### src/design/rfc_pkg.sv
// rfc_pkg: shared types, codes and constants of the rtp flow classifier
// no dependencies
`timescale 1ns / 1ps
`default_nettype none
package rfc_pkg;

  localparam int CAND_ENTRIES_DEF = 64;
  localparam int RTP_ENTRIES_DEF  = 16;
  // index fields sized for the largest tables supported (1024 / 256 entries)
  localparam int CIDX_W = 10;
  localparam int RIDX_W = 8;
  localparam int CNT_W  = 3;
  localparam int TIME_W = 32;
  localparam int ID_W   = 32;
  localparam int CFG_IDX_W = 1;

  localparam logic [CNT_W-1:0] PROMOTE_ABOVE = 3'd6;
  localparam logic [CNT_W-1:0] COUNT_FIRST   = 3'd1;

  localparam logic [CFG_IDX_W-1:0] CFG_CAND_TIMEOUT = 1'd0;
  localparam logic [CFG_IDX_W-1:0] CFG_RTP_TIMEOUT  = 1'd1;

  typedef enum logic [1:0] {
    ST_RTP       = 2'd0,
    ST_NOT_RTP   = 2'd1,
    ST_CAND_FULL = 2'd2,
    ST_RTP_FULL  = 2'd3
  } status_t;

  typedef enum logic [1:0] {
    S_IDLE,
    S_AGE,
    S_SCAN,
    S_DECIDE
  } state_t;

  // search token handed from cell to cell along the candidate row
  typedef struct packed {
    logic              tok;
    logic              hit;
    logic [CIDX_W-1:0] hit_idx;
    logic [CNT_W-1:0]  hit_cnt;
    logic              free;
    logic [CIDX_W-1:0] free_idx;
  } cand_scan_t;

  // search token handed from cell to cell along the rtp row
  typedef struct packed {
    logic              tok;
    logic              hit;
    logic [RIDX_W-1:0] hit_idx;
    logic              free;
    logic [RIDX_W-1:0] free_idx;
  } rtp_scan_t;

  typedef struct packed {
    logic              we;
    logic [CIDX_W-1:0] idx;
    logic [CNT_W-1:0]  cnt;
  } cand_cmd_t;

  typedef struct packed {
    logic              we;
    logic [RIDX_W-1:0] idx;
  } rtp_cmd_t;

endpackage
`default_nettype wire

### src/design/rfc_rtp_cell.sv
// rfc_rtp_cell: one rtp table entry with ageing, compare and scan stage
// depends on rfc_pkg
`timescale 1ns / 1ps
`default_nettype none
module rfc_rtp_cell #(
  parameter int IDX = 0
) (
  input  wire logic                      clk,
  input  wire logic                      rst_n,
  input  wire logic [rfc_pkg::ID_W-1:0]   q_ssrc,
  input  wire logic [rfc_pkg::TIME_W-1:0] q_now,
  input  wire logic [rfc_pkg::TIME_W-1:0] timeout,
  input  wire logic                      age_en,
  input  wire rfc_pkg::rtp_cmd_t         cmd,
  input  wire rfc_pkg::rtp_scan_t        scan_in,
  output rfc_pkg::rtp_scan_t             scan_out
);
  import rfc_pkg::*;

  logic              valid_r;
  logic [ID_W-1:0]   id_r;
  logic [TIME_W-1:0] time_r;
  rtp_scan_t         scan_r, scan_nxt;
  logic              sel, expired, mine;

  assign sel     = cmd.we && (cmd.idx == RIDX_W'(IDX));
  assign expired = (q_now - time_r) > timeout;
  assign mine    = valid_r && (id_r == q_ssrc);

  always_ff @(posedge clk) begin
    if (!rst_n) begin
      valid_r <= 1'b0;
    end else if (sel) begin
      valid_r <= 1'b1;
    end else if (age_en && valid_r && expired) begin
      valid_r <= 1'b0;
    end
  end

  always_ff @(posedge clk) begin
    if (sel) begin
      id_r   <= q_ssrc;
      time_r <= q_now;
    end
  end

  always_comb begin
    scan_nxt      = scan_in;
    scan_nxt.hit  = scan_in.hit || mine;
    scan_nxt.free = scan_in.free || !valid_r;
    if (!scan_in.hit && mine) begin
      scan_nxt.hit_idx = RIDX_W'(IDX);
    end
    if (!scan_in.free && !valid_r) begin
      scan_nxt.free_idx = RIDX_W'(IDX);
    end
  end

  always_ff @(posedge clk) begin
    if (!rst_n) begin
      scan_r.tok <= 1'b0;
    end else begin
      scan_r.tok <= scan_in.tok;
    end
    if (scan_in.tok) begin
      scan_r.hit      <= scan_nxt.hit;
      scan_r.hit_idx  <= scan_nxt.hit_idx;
      scan_r.free     <= scan_nxt.free;
      scan_r.free_idx <= scan_nxt.free_idx;
    end
  end

  assign scan_out = scan_r;

endmodule
`default_nettype wire

### config.mk
export PLATFORM = sky130hd
export DESIGN_NAME = rfc_rtp_cell
export DESIGN_NICKNAME = d
export VERILOG_FILES = /design/src/design/rfc_pkg.sv /design/src/design/rfc_rtp_cell.sv
export SDC_FILE = /design/constraint.sdc
export NUM_CORES = 1
export LEC_CHECK = 0
export ABC_AREA = 1
export BUFFER_PORTS_ARGS = -buffer_cell sky130_fd_sc_hd__buf_2
export CELL_PAD_IN_SITES_DETAIL_PLACEMENT = 0
export CELL_PAD_IN_SITES_GLOBAL_PLACEMENT = 2
export CORE_MARGIN = 2
export CORE_UTILIZATION = 29
export DETAILED_ROUTE_END_ITERATION = 12
export GPL_TIMING_DRIVEN = 0
export PLACE_DENSITY_LB_ADDON = 0.1
export SYNTH_ARGS = -nofsm -noshare
export SYNTH_HDL_FRONTEND = slang
export SYNTH_SLANG_ARGS = --single-unit
### constraint.sdc
create_clock -name clk -period 9 [get_ports clk]
set_clock_uncertainty 0.15 [all_clocks]
set_input_delay 1.8 -clock clk [delete_from_list [all_inputs] [get_ports clk]]
set_output_delay 1.8 -clock clk [all_outputs]
set_load 0.02 [all_outputs]
==> results_dict.tcl <==
set metrics [dict create \
    synthesis.area_per_instance_sq_um 8.35 \
    setup_repair_after_global_routing_missed_its_margin "no" \
    p_per_area_nw_per_um2 134 \
    area_growth_syn_to_layout_pct 23.9 \
    synth_top_cell_by_area "edfxtp_1" \
    dpl.cell_count 1147 \
    grt_start_max_net_pins 20 \
    synth_common_cells "nand2_1 (147), inv_1 (145), edfxtp_1 (82)" \
    pre_cts_ws_ns 3.84 \
    clock_tree.root_cell "clkbuf_16" \
    regToRegSetupSlack_ns 5.49 \
    die-width_um 148 \
    ctsHtreeMaxLevel 3 \
    vias_per_cell 4.36 \
    dominantRegCellSynth "edfxtp_1" \
    post_synthesis_cells 723 \
    leak_pwr_nw 3.68 \
    tritoncts "built" \
    timing.final.crit_period_ns 4.77 \
    drt-total-wl_mm 15.5 \
    grt_usage 0.143 \
    clock_tree.buffer_depth 2 \
    vias 5073 \
    hold_path.class "reg -> reg" \
    antenna_cells_inserted 0 \
    finish.net_count 1079 \
    first_global_vias 5237 \
    synth_seq_cells 84 \
    critical_path_end_type "flip-flop" \
    ctsResizeCount 0 \
    drc 0 \
    max_freq_mhz 210 \
    crit_path_max_fanout 4 \
    p_clk_frac 0.374 \
    num_io_pins 146 \
    synth_top_cells_by_area "edfxtp_1 (41%), ha_1 (13%), nand2_1 (9.1%)" \
    synth.yosys.seq_area_share 0.415 \
    floorplan.rows 52 \
    outcome "complete, no violations" \
    initial_core_util 0.297 \
    finalWorstSetupSlack_ns 4.23 \
    cp_data_arrival_time_ns 4.89 \
    post-route-util 0.368 \
    detail_route.first_pass.iterations 5 \
    share_comb_of_total_power 0.190 \
    max-vdd-ir-drop_uv 77.7 \
    synth.yosys.warnings 0 \
    grt_antenna_before_repair 0 \
    place.port_buffers 145 \
    power_frac_seq 0.436 \
    finalMaxSlewViolations 0 \
    finalCritPeriodShare 0.530 \
    fraction_of_layout_instances_using_a_drive_strength_above_1 0.223 \
    first_iter_violations 137 \
    detailed_place_hpwl_mm 13.3 \
    totalNegativeSetupSlack_ns 0 \
    multi_input_area_sq_um 2980 \
    gr-total-overflow 0 \
    post-synth-top-area-fraction 0.408 \
    setup_viol_count_final 0 \
    cts_post_setup_buffers_inserted 0 \
    synth_most_common_cell "nand2_1" \
    timing.hold.ws_ns 0.356 \
    postSynthNetCount 914 \
    regArea_sq_um 2500 \
    ys_async_sr_fraction 0 \
    tightest_slew_ns 0.529 \
    antenna_violating_nets_post_route 0 \
    max_cap_violations 0 \
    path_clk_slew_ns 0.06 \
    critPathRequiredTime_ns 9.12 \
    design.die.area_sq_um 22000 \
    timing_worst_setup_path_type "in -> reg" \
    slew-limit-headroom 0.646 \
    final_cell_count_no_fill 1163 \
    netlist_area_pre_place_sq_um 6030 \
    grt_first_pass_wirelength_mm 24.9 \
    fp.dieH_um 148 \
    core_area_sq_um 20300 \
    critPathLaunchType "input pin" \
    routed_wire_length_per_instance_um 13.3 \
    p_sw_frac 0.271 \
    numCtsBuffers 9 \
    post_synth_edffs 82 \
    p_switching_uw 272 \
    hold_buffers 0 \
    fillCellCount 2204 \
    gp_routability_congestion 0.802 \
    synth.distinct_cells 38 \
    hold_violations 0 \
    clock_insertion_delay_worst_skew_ns 0.34 \
    tritoncts_num_sinks 84 \
    p_int_uw 732 \
]
cell type report:
class | count | area share
multi-input combinational | 490 | 0.399
sequential | 84 | 0.335
timing repair buffer | 154 | 0.107
inverter | 149 | 0.0748
tap | 270 | 0.0452
clock buffer | 10 | 0.0306
clock inverter | 6 | 0.00937
path summary, 6_finish.rpt:
check | from | end | cells after the start
hold reg to reg | valid_r | valid_r | 2
setup / recovery | q_now[0] | valid_r | 26
setup reg to reg | time_r[0] | valid_r | 24
hold / removal | valid_r | valid_r | 2
critical path, stage by stage:
cell	delay [ns]
buf_2	0.11
inv_1	0.05
ha_1	0.13
inv_1	0.06
fa_1	0.39
nand2_1	0.08
nand2_1	0.07
o21ai_2	0.11
inv_2	0.06
nand3_1	0.09
nand3_2	0.14
nand2_1	0.09
nand2_1	0.10
nand2_1	0.08
nand2_1	0.07
nor2_1	0.12
nor2_2	0.07
ha_1	0.27
nand4_1	0.11
nor3_1	0.27
nand3_1	0.14
nor2_1	0.11
nor2_1	0.05
nand2_1	0.14
nand2_1	0.07
a21oi_1	0.11
through the flow:
step	total power [mW]	instance area, sq um
2_1_floorplan	0.566	6030
3_5_place_dp	0.640	7180
5_1_grt	1.06	7470
6_report	1.00	7470
4_1_cts	1.02	7470
3_3_place_gp	0.636	7100
sequential cells by signal, indices dropped and copies added, names as in the netlist:
register / count
id_r: 32
time_r: 32
valid_r: 1
scan_out: 19
power by group through the flow:
stage | clock [mW] | sequential, mW | combinational (mW)
after floorplan | 0 | 0.456 | 0.111
after global placement | 0 | 0.446 | 0.189
after detailed placement | 0 | 0.447 | 0.194
after CTS | 0.391 | 0.438 | 0.195
after global routing | 0.404 | 0.438 | 0.219
final | 0.376 | 0.438 | 0.191
cells by family after synthesis:
| group | Yosys count | share of synthesized area |
|---|---|---|
| xor+xnor | 39 | 0.0566 |
| flops | 84 | 0.415 |
| buf+inv | 149 | 0.0927 |
| compound gates | 98 | 0.0985 |
| simple gates | 289 | 0.204 |
| fa+ha+maj | 64 | 0.134 |
layout by cell type, fill, tap and decap left out, types with 2 or more instances in the layout:
cell	netlist	final
clkbuf_16	0	9
nand3b_1	2	2
nor3_1	9	9
edfxtp_1	82	82
o22ai_1	3	3
nor2_1	74	74
dfxtp_1	2	2
ha_1	63	63
a21oi_4	2	2
nand2_1	147	147
a21o_1	8	8
o21ai_2	3	3
nor4_1	3	2
inv_2	3	3
o21ai_1	9	9
nand4_1	11	11
o21a_1	3	3
nor2_2	5	5
buf_2	0	145
inv_6	0	2
a21oi_1	46	46
o21ai_0	15	15
xor2_1	26	26
buf_4	0	8
nand2_2	7	7
clkinvlp_4	0	3
o21bai_1	3	3
nand3_1	24	24
or2_2	3	3
xnor2_1	13	13
inv_1	145	145
routing by layer:
metal / GRT usage / up-vias / wire length (um)
met5: 0 / - / 0
met4: 0.0386 / 0 / 170
met2: 0.233 / 106 / 6800
met3: 0.0209 / 10 / 723
met1: 0.200 / 2269 / 7790
li1: - / 2688 / -
Note: power is estimated with default switching activity, not from simulation.
