`src/design/rfc_pkg.sv`:
```
// rfc_pkg: shared types, codes and constants of the rtp flow classifier
// no dependencies
`timescale 1ns / 1ps
`default_nettype none
package rfc_pkg;

  localparam int CAND_ENTRIES_DEF = 64;
  localparam int RTP_ENTRIES_DEF  = 16;
  // index fields sized for the largest tables supported (1024 / 256 entries)
  localparam int CIDX_W = 10;
  localparam int RIDX_W = 8;
  localparam int CNT_W  = 3;
  localparam int TIME_W = 32;
  localparam int ID_W   = 32;
  localparam int CFG_IDX_W = 1;

  localparam logic [CNT_W-1:0] PROMOTE_ABOVE = 3'd6;
  localparam logic [CNT_W-1:0] COUNT_FIRST   = 3'd1;

  localparam logic [CFG_IDX_W-1:0] CFG_CAND_TIMEOUT = 1'd0;
  localparam logic [CFG_IDX_W-1:0] CFG_RTP_TIMEOUT  = 1'd1;

  typedef enum logic [1:0] {
    ST_RTP       = 2'd0,
    ST_NOT_RTP   = 2'd1,
    ST_CAND_FULL = 2'd2,
    ST_RTP_FULL  = 2'd3
  } status_t;

  typedef enum logic [1:0] {
    S_IDLE,
    S_AGE,
    S_SCAN,
    S_DECIDE
  } state_t;

  // search token handed from cell to cell along the candidate row
  typedef struct packed {
    logic              tok;
    logic              hit;
    logic [CIDX_W-1:0] hit_idx;
    logic [CNT_W-1:0]  hit_cnt;
    logic              free;
    logic [CIDX_W-1:0] free_idx;
  } cand_scan_t;

  // search token handed from cell to cell along the rtp row
  typedef struct packed {
    logic              tok;
    logic              hit;
    logic [RIDX_W-1:0] hit_idx;
    logic              free;
    logic [RIDX_W-1:0] free_idx;
  } rtp_scan_t;

  typedef struct packed {
    logic              we;
    logic [CIDX_W-1:0] idx;
    logic [CNT_W-1:0]  cnt;
  } cand_cmd_t;

  typedef struct packed {
    logic              we;
    logic [RIDX_W-1:0] idx;
  } rtp_cmd_t;

endpackage
`default_nettype wire

```
`src/design/rfc_cand_cell.sv`:
```
// rfc_cand_cell: one candidate table entry with ageing, compare and scan stage
// depends on rfc_pkg
`timescale 1ns / 1ps
`default_nettype none
module rfc_cand_cell #(
  parameter int IDX = 0
) (
  input  wire logic                      clk,
  input  wire logic                      rst_n,
  input  wire logic [rfc_pkg::ID_W-1:0]   q_ssrc,
  input  wire logic [rfc_pkg::TIME_W-1:0] q_now,
  input  wire logic [rfc_pkg::TIME_W-1:0] timeout,
  input  wire logic                      age_en,
  input  wire rfc_pkg::cand_cmd_t        cmd,
  input  wire rfc_pkg::cand_scan_t       scan_in,
  output rfc_pkg::cand_scan_t            scan_out
);
  import rfc_pkg::*;

  logic              valid_r;
  logic [ID_W-1:0]   id_r;
  logic [TIME_W-1:0] time_r;
  logic [CNT_W-1:0]  cnt_r;
  cand_scan_t        scan_r, scan_nxt;
  logic              sel, expired, mine;

  assign sel     = cmd.we && (cmd.idx == CIDX_W'(IDX));
  assign expired = (q_now - time_r) > timeout;
  assign mine    = valid_r && (id_r == q_ssrc);

  always_ff @(posedge clk) begin
    if (!rst_n) begin
      valid_r <= 1'b0;
    end else if (sel) begin
      valid_r <= 1'b1;
    end else if (age_en && valid_r && expired) begin
      valid_r <= 1'b0;
    end
  end

  always_ff @(posedge clk) begin
    if (sel) begin
      id_r   <= q_ssrc;
      time_r <= q_now;
      cnt_r  <= cmd.cnt;
    end
  end

  // lowest index wins: keep what an earlier cell found
  always_comb begin
    scan_nxt          = scan_in;
    scan_nxt.hit      = scan_in.hit || mine;
    scan_nxt.free     = scan_in.free || !valid_r;
    if (!scan_in.hit && mine) begin
      scan_nxt.hit_idx = CIDX_W'(IDX);
      scan_nxt.hit_cnt = cnt_r;
    end
    if (!scan_in.free && !valid_r) begin
      scan_nxt.free_idx = CIDX_W'(IDX);
    end
  end

  always_ff @(posedge clk) begin
    if (!rst_n) begin
      scan_r.tok <= 1'b0;
    end else begin
      scan_r.tok <= scan_in.tok;
    end
    if (scan_in.tok) begin
      scan_r.hit      <= scan_nxt.hit;
      scan_r.hit_idx  <= scan_nxt.hit_idx;
      scan_r.hit_cnt  <= scan_nxt.hit_cnt;
      scan_r.free     <= scan_nxt.free;
      scan_r.free_idx <= scan_nxt.free_idx;
    end
  end

  assign scan_out = scan_r;

endmodule
`default_nettype wire

```
`config.mk`:
```
export PLATFORM = sky130hd
export DESIGN_NAME = rfc_cand_cell
export DESIGN_NICKNAME = d
export VERILOG_FILES = /design/src/design/rfc_pkg.sv /design/src/design/rfc_cand_cell.sv
export SDC_FILE = /design/constraint.sdc
export NUM_CORES = 1
export LEC_CHECK = 0
export BUFFER_PORTS_ARGS = -buffer_cell sky130_fd_sc_hd__buf_2
export CAP_MARGIN = 25
export CORE_MARGIN = 3
export CORE_UTILIZATION = 53
export DETAILED_ROUTE_END_ITERATION = 10
export GPL_TIMING_DRIVEN = 0
export MAX_ROUTING_LAYER = met4
export PLACE_DENSITY = 0.85
export SLEW_MARGIN = 20
export SYNTH_ARGS = -nofsm -noshare
export SYNTH_HDL_FRONTEND = slang
export SYNTH_SLANG_ARGS = --single-unit
```
`constraint.sdc`:
```
create_clock -name clk -period 11.6 [get_ports clk]
set_clock_uncertainty 0.2 [all_clocks]
set_input_delay 1.16 -clock clk [delete_from_list [all_inputs] [get_ports clk]]
set_output_delay 1.16 -clock clk [all_outputs]
set_load 0.02 [all_outputs]
```
==> results of run 1 <==
## registers in the layout, indices dropped and copies added (netlist names)
| register | cells |
|---|---|
| id_r | 32 |
| cnt_r | 3 |
| time_r | 32 |
| valid_r | 1 |
| scan_out | 26 |
## routing by layer
metal | part of all wire (%) | vias up | global-route usage, %
met5 | 0 | - | -
met4 | 1.5 | 0 | 7.292
met3 | 7.5 | 16 | 6.685
met2 | 50 | 159 | 39.41
met1 | 41 | 2223 | 28.55
li1 | - | 2382 | -
## worst max-delay path by stage
stage,start,to,cells after the start
after floorplan,cmd[5],valid_r,5
after global placement,cmd[5],valid_r,6
after detailed placement,q_now[0],valid_r,19
after CTS,q_now[0],valid_r,19
after global routing,q_now[0],valid_r,19
final,q_now[0],valid_r,19
## per-stage QoR
| step | cell area, um^2 | TNS (ns) |
|---|---|---|
| after floorplan | 5986 | 0 |
| after global placement | 6982 | -0.4977 |
| after detailed placement | 7038 | 0 |
| after CTS | 7328 | 0 |
| after global routing | 7333 | 0 |
| final | 7333 | 0 |
## logic make-up after synthesis
logic type	synth area share [%]
AO/OA/AOI/OAI	14.05
multiplexers	0.5643
flip-flops	46.82
adder cells (fa/ha/maj)	13.50
AND/OR/NAND/NOR	11.87
XOR/XNOR	8.633
buffers and inverters	4.557
## layout by cell type (no fill, tap or decap), drive strengths merged, types with 3 or more instances in the layout
master   instances
or3              3
nand2           29
mux2             3
clkbuf          12
a21oi           39
nor3             6
a21o            15
a211oi           7
ha              63
o211ai           3
and2             4
nor2            21
a21boi           3
buf            176
a2111oi          5
nand4           12
xnor2           20
xor2            39
edfxtp          92
o21a             6
nor2b           24
and3             5
nand3            7
nand2b           4
o31ai            4
o21ai           23
inv             71
nor4            10
## cell type report
class                   count  share of cell area, %
repair buffers            174                  11.88
clock inverters             5                 0.7848
well taps                 140                  2.389
plain buffers               3                 0.1877
inverters                  69                  3.532
diodes                      2                0.06825
multi-input cells         384                  39.77
clock buffers              11                  3.174
flip-flops and latches     94                  38.22
## worst max-delay path, delay by kind of cell
family,cells,cell delay [ns]
adders and majority gates,3,0.90
and+or+nand+nor,1,0.52
AOI/OAI and AO/OA,11,1.97
buffers and inverters,3,0.21
xor gates and xnor gates,1,0.08
## power breakdown
group	leakage, uW	internal, uW	switching [uW]	total [uW]
clock network	0.000144	168	128	296
logic	0.00235	66.1	81.9	148
registers	0.000859	380	1.68	382
total	0.00335	614	212	826
==> metrics.csv, run 1 <==
metric,value,unit
status,completed,
core,10940,um^2
grt_pass1_wl,22980,um
synthArstFlopShare,0,%
die_w,112.3,um
antenna_found_initial,2,
max_freq,207.5,MHz
arrival,4.85,ns
cts.sinks,94,
syn_to_final_growth,22.51,%
grt_pass1_vias,4858,
synth_most_common_cell,edfxtp_1,
ant_nets,0,
hold_depth,1,
htreeDepth,3,
endpoint_kind,register,
leakagePower,0.003351,uW
slew_viol_final,0,
cts_root_buf,clkbuf_16,
grt_max_degree,27,
numCtsBuffers,9,
cp_cell_sequence,"buf_2, inv_1, ha_1, inv_1, fa_1, a211oi_1, o21ai_0, a21bo_2, a41o_1, o21ai_0, a311o_1, xnor2_1, ha_1, a21o_1, a21oi_1, or4_1, o211ai_1, a21o_1, a21oi_1",
slowest_delay,0.52,ns
synth_common_cells,"edfxtp_1 (92), inv_1 (69), ha_1 (63), a21oi_1 (39), xor2_1 (39)",
ys_types,56,
drv_cap,0,
yosys_warnings,0,
syn_inst,550,
syn_area,5986,um^2
yosysSeqAreaShare,46.82,%
whs,0.3110,ns
synth-seq-cells,94,
insertion_delay,0.35,ns
place_inst,864,
synth_area_leader_cell,edfxtp_1,
post-cts-setup-buffers,0,
ir_drop,0.08761,mV
cts_resized,0,
drt_iter0_drc,192,
clk_pin_slew,0.06,ns
min_from,valid_r,
synthFlopType,edfxtp_1,
preCtsSetupSlack,6.453,ns
power_density,112.6,nW/um^2
vias,4780,
finalNonFillerCells,882,
slew-limit-headroom,58.66,%
critPathKind,in2reg,
start_util,54.74,%
post-route-util,67.06,%
final_layout_size_suffix_gt1_share,27.57,%
r2r_setup_slack,7.35,ns
hold_path_end,scan_out[10],
ff2ff_path_depth,16,
nFillCells,878,
synth_top_area_share,46.15,%
final_net_count,938,
portBuffers,164,
synth_edf_count,92,
clockBufferDepth,2,
worst-path-max-fanout,3,
syn_area_per_cell,10.88,um^2
cts_tree,done,
worst_pin_slew,0.6177,ns
place.gp.congestion,0.8813,
hold_buffers,0,
multi_input_area,2917,um^2
setup_violations,0,
fin_ws,6.781,ns
wire_per_inst,16.32,um
yosys-top-cells-area,"edfxtp_1 (46%), ha_1 (13%), xor2_1 (5.7%)",
gr-total-overflow,0,
die_height,112.3,um
final-seq-area,2803,um^2
fin_crit,4.819,ns
drt-pass1-iter-count,4,
min_path_type,reg2reg,
wl,14390,um
finalHoldViolCount,0,
ios,165,
p_total,826.1,uW
drc,0,
period_share,41.55,%
rsz0062_at_grt,no,
worst_r2r_endpoint,valid_r,
syn_nets,753,
drt-vias-per-instance,5.420,
grt_usage,23.85,%
reg2reg_from,time_r[1],
die-area,12600,um^2
place_hpwl,11730,um
worstPathRequired,11.63,ns
crit_slowest_cell,or4_1,
start_kind,input port,
fp-row-count,38,
(Power assumes the default switching activity.)
==> run 2, diff against run 1 <==
--- a/config.mk
+++ b/config.mk
@@ -5,14 +5,15 @@
 export SDC_FILE = /design/constraint.sdc
 export NUM_CORES = 1
 export LEC_CHECK = 0
+export ABC_AREA = 1
 export BUFFER_PORTS_ARGS = -buffer_cell sky130_fd_sc_hd__buf_2
 export CAP_MARGIN = 25
 export CORE_MARGIN = 3
-export CORE_UTILIZATION = 53
+export CORE_UTILIZATION = 49
 export DETAILED_ROUTE_END_ITERATION = 10
 export GPL_TIMING_DRIVEN = 0
 export MAX_ROUTING_LAYER = met4
-export PLACE_DENSITY = 0.85
+export PLACE_DENSITY = 0.82
 export SLEW_MARGIN = 20
 export SYNTH_ARGS = -nofsm -noshare
 export SYNTH_HDL_FRONTEND = slang
==> constraint.sdc (replaced) <==
create_clock -name clk -period 3.9 [get_ports clk]
set_clock_uncertainty 0.2 [all_clocks]
set_input_delay 0.39 -clock clk [delete_from_list [all_inputs] [get_ports clk]]
set_output_delay 0.39 -clock clk [all_outputs]
set_load 0.02 [all_outputs]
==> run 2 against run 1 <==
Count of clock-buffer cells in the layout shrank 2. Setup slack lost 6.2 ns. Register-to-register slack worse by 6.8 ns. Sequential share of layout area decreased by 1.8 points. Critical path type is now reg2reg. Critical endpoint unchanged. Largest cell class unchanged.
==> metrics.csv, run 2 <==
metric,value,unit
cts_resized,0,
numCtsBuffers,9,
cts_tree,done,
die-area,14380,um^2
finalHoldViolCount,0,
crit_buf_inv,1,
syn_nets,944,
final_net_count,1120,
final_cell_mix,"buf_2 (164), nand2_1 (155), inv_1 (145), edfxtp_1 (92), ha_1 (63)",
path_common_cell,nand2_1,
ios,165,
critPathTopFamily,simple AND/OR/NAND/NOR gates,
grt_pass1_vias,5264,
synth-simple-area-share,19.38,%
cts_root_buf,clkbuf_16,
critPathKind,reg2reg,
drt-vias-per-instance,5.005,
worst-path-max-fanout,3,
place_hpwl,12360,um
synth_top_family_by_area,simple AND/OR/NAND/NOR gates,
start_util,51.45,%
setup_violations,0,
core,12360,um^2
final-seq-area,2803,um^2
syn_area_per_cell,8.583,um^2
start_kind,register,
nFillCells,1125,
die_height,119.9,um
period_share,85.45,%
syn_to_final_growth,20.99,%
clk_pin_slew,0.07,ns
ir_drop,0.2011,mV
gr-total-overflow,0,
synth_compound_area_share,10.53,%
diodes,0,
cp_cell_sequence,"ha_1, inv_1, fa_1, nand2_1, nand2_1, o21ai_2, o21ai_2, nand3_1, nand2_1, nand4_1, nand3_1, nand2_1, ha_1, nand2_1, nor3_1, nand3_1, nor2_1, nor2_1, nand2_1, nand2_1, a21oi_1",
place.gp.congestion,0.8917,
arrival,3.40,ns
drv_cap,0,
synth_common_cells,"nand2_1 (155), inv_1 (145), edfxtp_1 (92), ha_1 (63), nor2_1 (62)",
final_layout_size_suffix_gt1_share,21.93,%
crit_slowest_cell,edfxtp_1,
r2r_setup_slack,0.57,ns
min_from,cmd[2],
post-cts-setup-buffers,0,
tns,0,ns
yosysSeqAreaShare,44.07,%
hold_buffers,0,
rsz0062_at_grt,no,
multi_input_area,2995,um^2
die_w,119.9,um
hold_depth,1,
reg2reg_from,time_r[0],
vias,5450,
fp-row-count,40,
clockBufferDepth,2,
synth-seq-cells,94,
portBuffers,164,
max_freq,300.1,MHz
insertion_delay,0.34,ns
slew_viol_final,0,
yosys_warnings,0,
ant_nets,0,
cts.sinks,94,
worst-path-stages,21,
place_inst,1074,
synthArstFlopShare,0,%
synth-xor-area-share,4.407,%
ys_types,36,
min_path_type,in2reg,
power_density,311.7,nW/um^2
worst_r2r_endpoint,valid_r,
synth_edf_count,92,
drc,0,
drt_iter0_drc,374,
slew-limit-headroom,57.73,%
worst_pin_slew,0.6317,ns
drt-pass1-iter-count,7,
endpoint_kind,register,
synthAdderAreaFrac,12.71,%
synth_top_area_share,43.44,%
worstPathRequired,3.97,ns
status,completed,
synth_most_common_cell,nand2_1,
slowest_delay,0.37,ns
grt_max_degree,60,
syn_area,6360,um^2
final_common_cell,buf_2,
finalNonFillerCells,1089,
hold_path_end,cnt_r[2],
synthFlopType,edfxtp_1,
grt_pass1_wl,24460,um
ff2ff_path_depth,21,
wire_per_inst,13.83,um
leakagePower,0.003824,uW
yosys-top-cells-area,"edfxtp_1 (43%), ha_1 (12%), nand2_1 (9.1%)",
wl,15060,um
htreeDepth,3,
fin_crit,3.333,ns
syn_inst,741,
synth_area_leader_cell,edfxtp_1,
synth_mux_area_share,0,%
grt_usage,21.88,%
antenna_found_initial,0,
[run 2: cell types whose count changed after synthesis, moves of 8 or more]
cell	before	now
a21oi_1	39	53
nand2_1	29	155
inv_1	69	145
nor2b_1	24	0
nand3_1	6	26
xor2_1	39	17
a21o_1	15	7
nor2_1	21	62
[run 2: layout make-up]
class | count | area share, %
Tap cell | 168 | 2.732
Sequential cell | 94 | 36.42
Multi-Input combinational cell | 498 | 38.93
Timing Repair Buffer | 165 | 11.02
Clock inverter | 6 | 0.6016
Inverter | 148 | 7.220
Clock buffer | 9 | 2.927
Buffer | 1 | 0.1463
[run 2: worst max path at each step]
stage	start	end	slack (ns)
2_1_floorplan	q_now[0]	valid_r	0.95
3_3_place_gp	cmd[8]	id_r[4]	0.15
3_5_place_dp	q_now[0]	valid_r	0.36
4_1_cts	time_r[0]	valid_r	0.53
5_1_grt	time_r[0]	valid_r	0.14
6_report	time_r[0]	valid_r	0.57
[run 2: through the flow]
| stage | util, % | area, um^2 | power [uW] | setup slack (ns) | hold WS [ns] |
|---|---|---|---|---|---|
| final | 62.25 | 7695 | 2398 | 0.5673 | 0.02903 |
| after global placement | 59.79 | 7391 | 1587 | 0.1482 | 0.3020 |
| after CTS | 62.25 | 7695 | 2415 | 0.5261 | 0.01398 |
| after detailed placement | 60.05 | 7423 | 1600 | 0.3633 | 0.3050 |
| after global routing | 62.25 | 7695 | 2525 | 0.1387 | 0.003940 |
| after floorplan | - | 6360 | 1432 | 0.9466 | 0.2599 |
[run 2: worst reg2reg max path, delay by kind of cell (launching register included)]
family / cells / cell delay (ns)
AND/OR/NAND/NOR: 14 / 1.58
AO/OA/AOI/OAI: 3 / 0.39
buffers and inverters: 1 / 0.08
flip-flops: 1 / 0.37
adder cells (fa/ha/maj): 3 / 0.66
[run 2: cell families (layout without fill, tap and decap cells)]
logic type / Yosys count / in the layout
buffers and inverters: 149 / 329
adder cells (fa/ha/maj): 64 / 64
flip-flops: 94 / 94
XOR/XNOR: 32 / 32
AO/OA/AOI/OAI: 115 / 115
AND/OR/NAND/NOR: 287 / 287
[run 2: metal layers]
| layer | up-vias | wire length (um) | GRT usage (%) |
|---|---|---|---|
| met4 | 0 | 187 | 5.297 |
| li1 | 2816 | - | - |
| met2 | 184 | 7292 | 36.95 |
| met1 | 2430 | 6547 | 26.96 |
| met3 | 20 | 1033 | 4.665 |
| met5 | - | 0 | - |
[run 2: where the power goes]
| part | total, uW | switching (uW) | internal, uW |
|---|---|---|---|
| sequential | 1140 | 4.30 | 1130 |
| clock | 819 | 385 | 433 |
| combinational | 445 | 260 | 185 |
==> run 3, diff against run 2 <==
==> constraint.sdc (replaced) <==
create_clock -name clk -period 2.8 [get_ports clk]
set_clock_uncertainty 0.2 [all_clocks]
set_input_delay 0.28 -clock clk [delete_from_list [all_inputs] [get_ports clk]]
set_output_delay 0.28 -clock clk [all_outputs]
set_load 0.02 [all_outputs]
==> run 3 against run 2 <==
The run now ends with negative setup slack left. Register-to-register slack lost 1.0 ns. Utilization grew 8.6 points. Global-route usage rose by 3.4 points. Setup slack worse by 1.0 ns. Via count increased by 9.6%. Die area stayed put. Design area up 14%. Power grew 54%. Sequential share of layout area down 4.4 points. First-iteration DRC count grew 14%. Largest cell class unchanged. Largest power group unchanged. Highest routed layer unchanged.
==> metrics.csv, run 3 (same netlist as run 2, synthesis figures left out) <==
metric,value,unit
status,finished with violations,
violations,negative setup slack,
rsz0062_at_grt,yes,
grt_pass1_wl,28130,um
finalHoldViolCount,0,
insertion_delay,0.35,ns
htreeDepth,3,
setup_violations,1,
ant_nets,0,
start_kind,register,
drt-vias-per-instance,5.094,
cts_root_buf,clkbuf_16,
cts_tree,done,
diodes,0,
finalNonFillerCells,1173,
syn_to_final_growth,37.75,%
whs,0.03221,ns
core,12360,um^2
max_freq,308.8,MHz
critPathTopFamily,simple AND/OR/NAND/NOR gates,
drt_iter0_drc,425,
period_share,115.7,%
grt_pass1_vias,5942,
slew-limit-headroom,57.38,%
ios,165,
vias,5975,
grt_usage,25.27,%
reg2reg_from,time_r[0],
clockBufferDepth,2,
worst_r2r_endpoint,valid_r,
die-area,14380,um^2
cts.sinks,94,
worst_pin_slew,0.6370,ns
place_inst,1074,
ff2ff_path_depth,20,
final_cell_mix,"buf_2 (164), nand2_1 (145), inv_1 (143), edfxtp_1 (92), dlygate4sd3_1 (76)",
die_height,119.9,um
endpoint_kind,register,
slew_viol_final,0,
start_util,51.45,%
r2r_setup_slack,-0.44,ns
wl,17810,um
crit_buf_inv,2,
drc,0,
slowest_delay,0.40,ns
final_layout_size_suffix_gt1_share,25.07,%
grt_max_degree,59,
min_path_type,in2reg,
worstPathRequired,2.89,ns
drt-pass1-iter-count,5,
numCtsBuffers,9,
fp-row-count,40,
worst-path-max-fanout,3,
cp_cell_sequence,"ha_2, inv_2, fa_2, nand2_2, nand2_2, o21ai_4, inv_2, a21o_1, nand4_1, nand3_2, xor2_1, ha_1, nand4_1, nor3_2, nand3_1, nor2_1, nor2_1, nand2_2, nand2_2, a21oi_2",
gr-total-overflow,0,
worst-path-stages,20,
drv_cap,0,
ir_drop,0.3430,mV
critPathCapture,valid_r,
die_w,119.9,um
arrival,3.32,ns
crit_slowest_cell,fa_2,
place.gp.congestion,0.9163,
p_total,3701,uW
clk_pin_slew,0.07,ns
power_density,422.5,nW/um^2
wire_per_inst,15.18,um
portBuffers,164,
place_hpwl,12240,um
fin_ws,-0.4383,ns
leakagePower,0.004228,uW
path_common_cell,nand2_2,
final_common_cell,buf_2,
critPathKind,reg2reg,
worstSetupStartpoint,time_r[0],
fin_crit,3.238,ns
final_net_count,1203,
antenna_found_initial,0,
## run 3: metrics by stage
stage	area (um^2)	util, %	TNS (ns)	setup slack, ns
6_report	8761	70.87	-0.4383	-0.4383
5_1_grt	8761	70.87	-0.6445	-0.6445
4_1_cts	8579	69.40	-0.4422	-0.4422
3_5_place_dp	7428	60.09	-0.5558	-0.5558
3_3_place_gp	7397	59.84	-0.5373	-0.5373
2_1_floorplan	6366	-	0	0.002799
## run 3: repair_timing
item | in CTS | in global routing
pin swaps | 8 | 14
hold buffers | 76 | 0
endpoints found under the hold margin | 77 | 0
buffers inserted | 5 | 2
endpoints found under the setup margin | 1 | 1
gates resized for setup | 7 | 40
## run 3: how the worst min path moves through the flow
stage | cells past startpoint | startpoint | to
after floorplan | 2 | rst_n | scan_out[25]
after global placement | 1 | cmd[1] | cnt_r[1]
after detailed placement | 1 | cmd[0] | cnt_r[0]
after CTS | 3 | scan_in[11] | scan_out[11]
after global routing | 3 | scan_in[10] | scan_out[10]
final | 3 | scan_in[10] | scan_out[10]
## run 3: layout make-up
type	count	area, um^2
Fill cell	945	3601
Multi-Input combinational cell	498	3191
Sequential cell	94	2803
Timing Repair Buffer	248	1662
Inverter	148	555.5
Clock buffer	9	225.2
Tap cell	168	210.2
Clock inverter	7	103.9
Buffer	1	11.26
## run 3: report_power, final
| group | internal (uW) | leakage [uW] | total, uW | switching (uW) |
|---|---|---|---|---|
| Combinational | 347 | 0.00321 | 755 | 409 |
| Clock | 797 | 0.000160 | 1360 | 564 |
| Sequential | 1570 | 0.000859 | 1580 | 9.48 |
| Total | 2720 | 0.00423 | 3700 | 982 |
## run 3: metal layers
metal  up-vias  wire length, um  global-route usage [%]
met5         -                0                       -
met4         0              362                   7.445
met3        34             1071                   3.676
met2       235             9029                   44.82
met1      2720             7343                   29.84
li1       2986                -                       -
## run 3: worst min-delay path, cell delays in order
cell and delay [ns]:
buf_2 0.10, inv_1 0.04, nand2_1 0.04
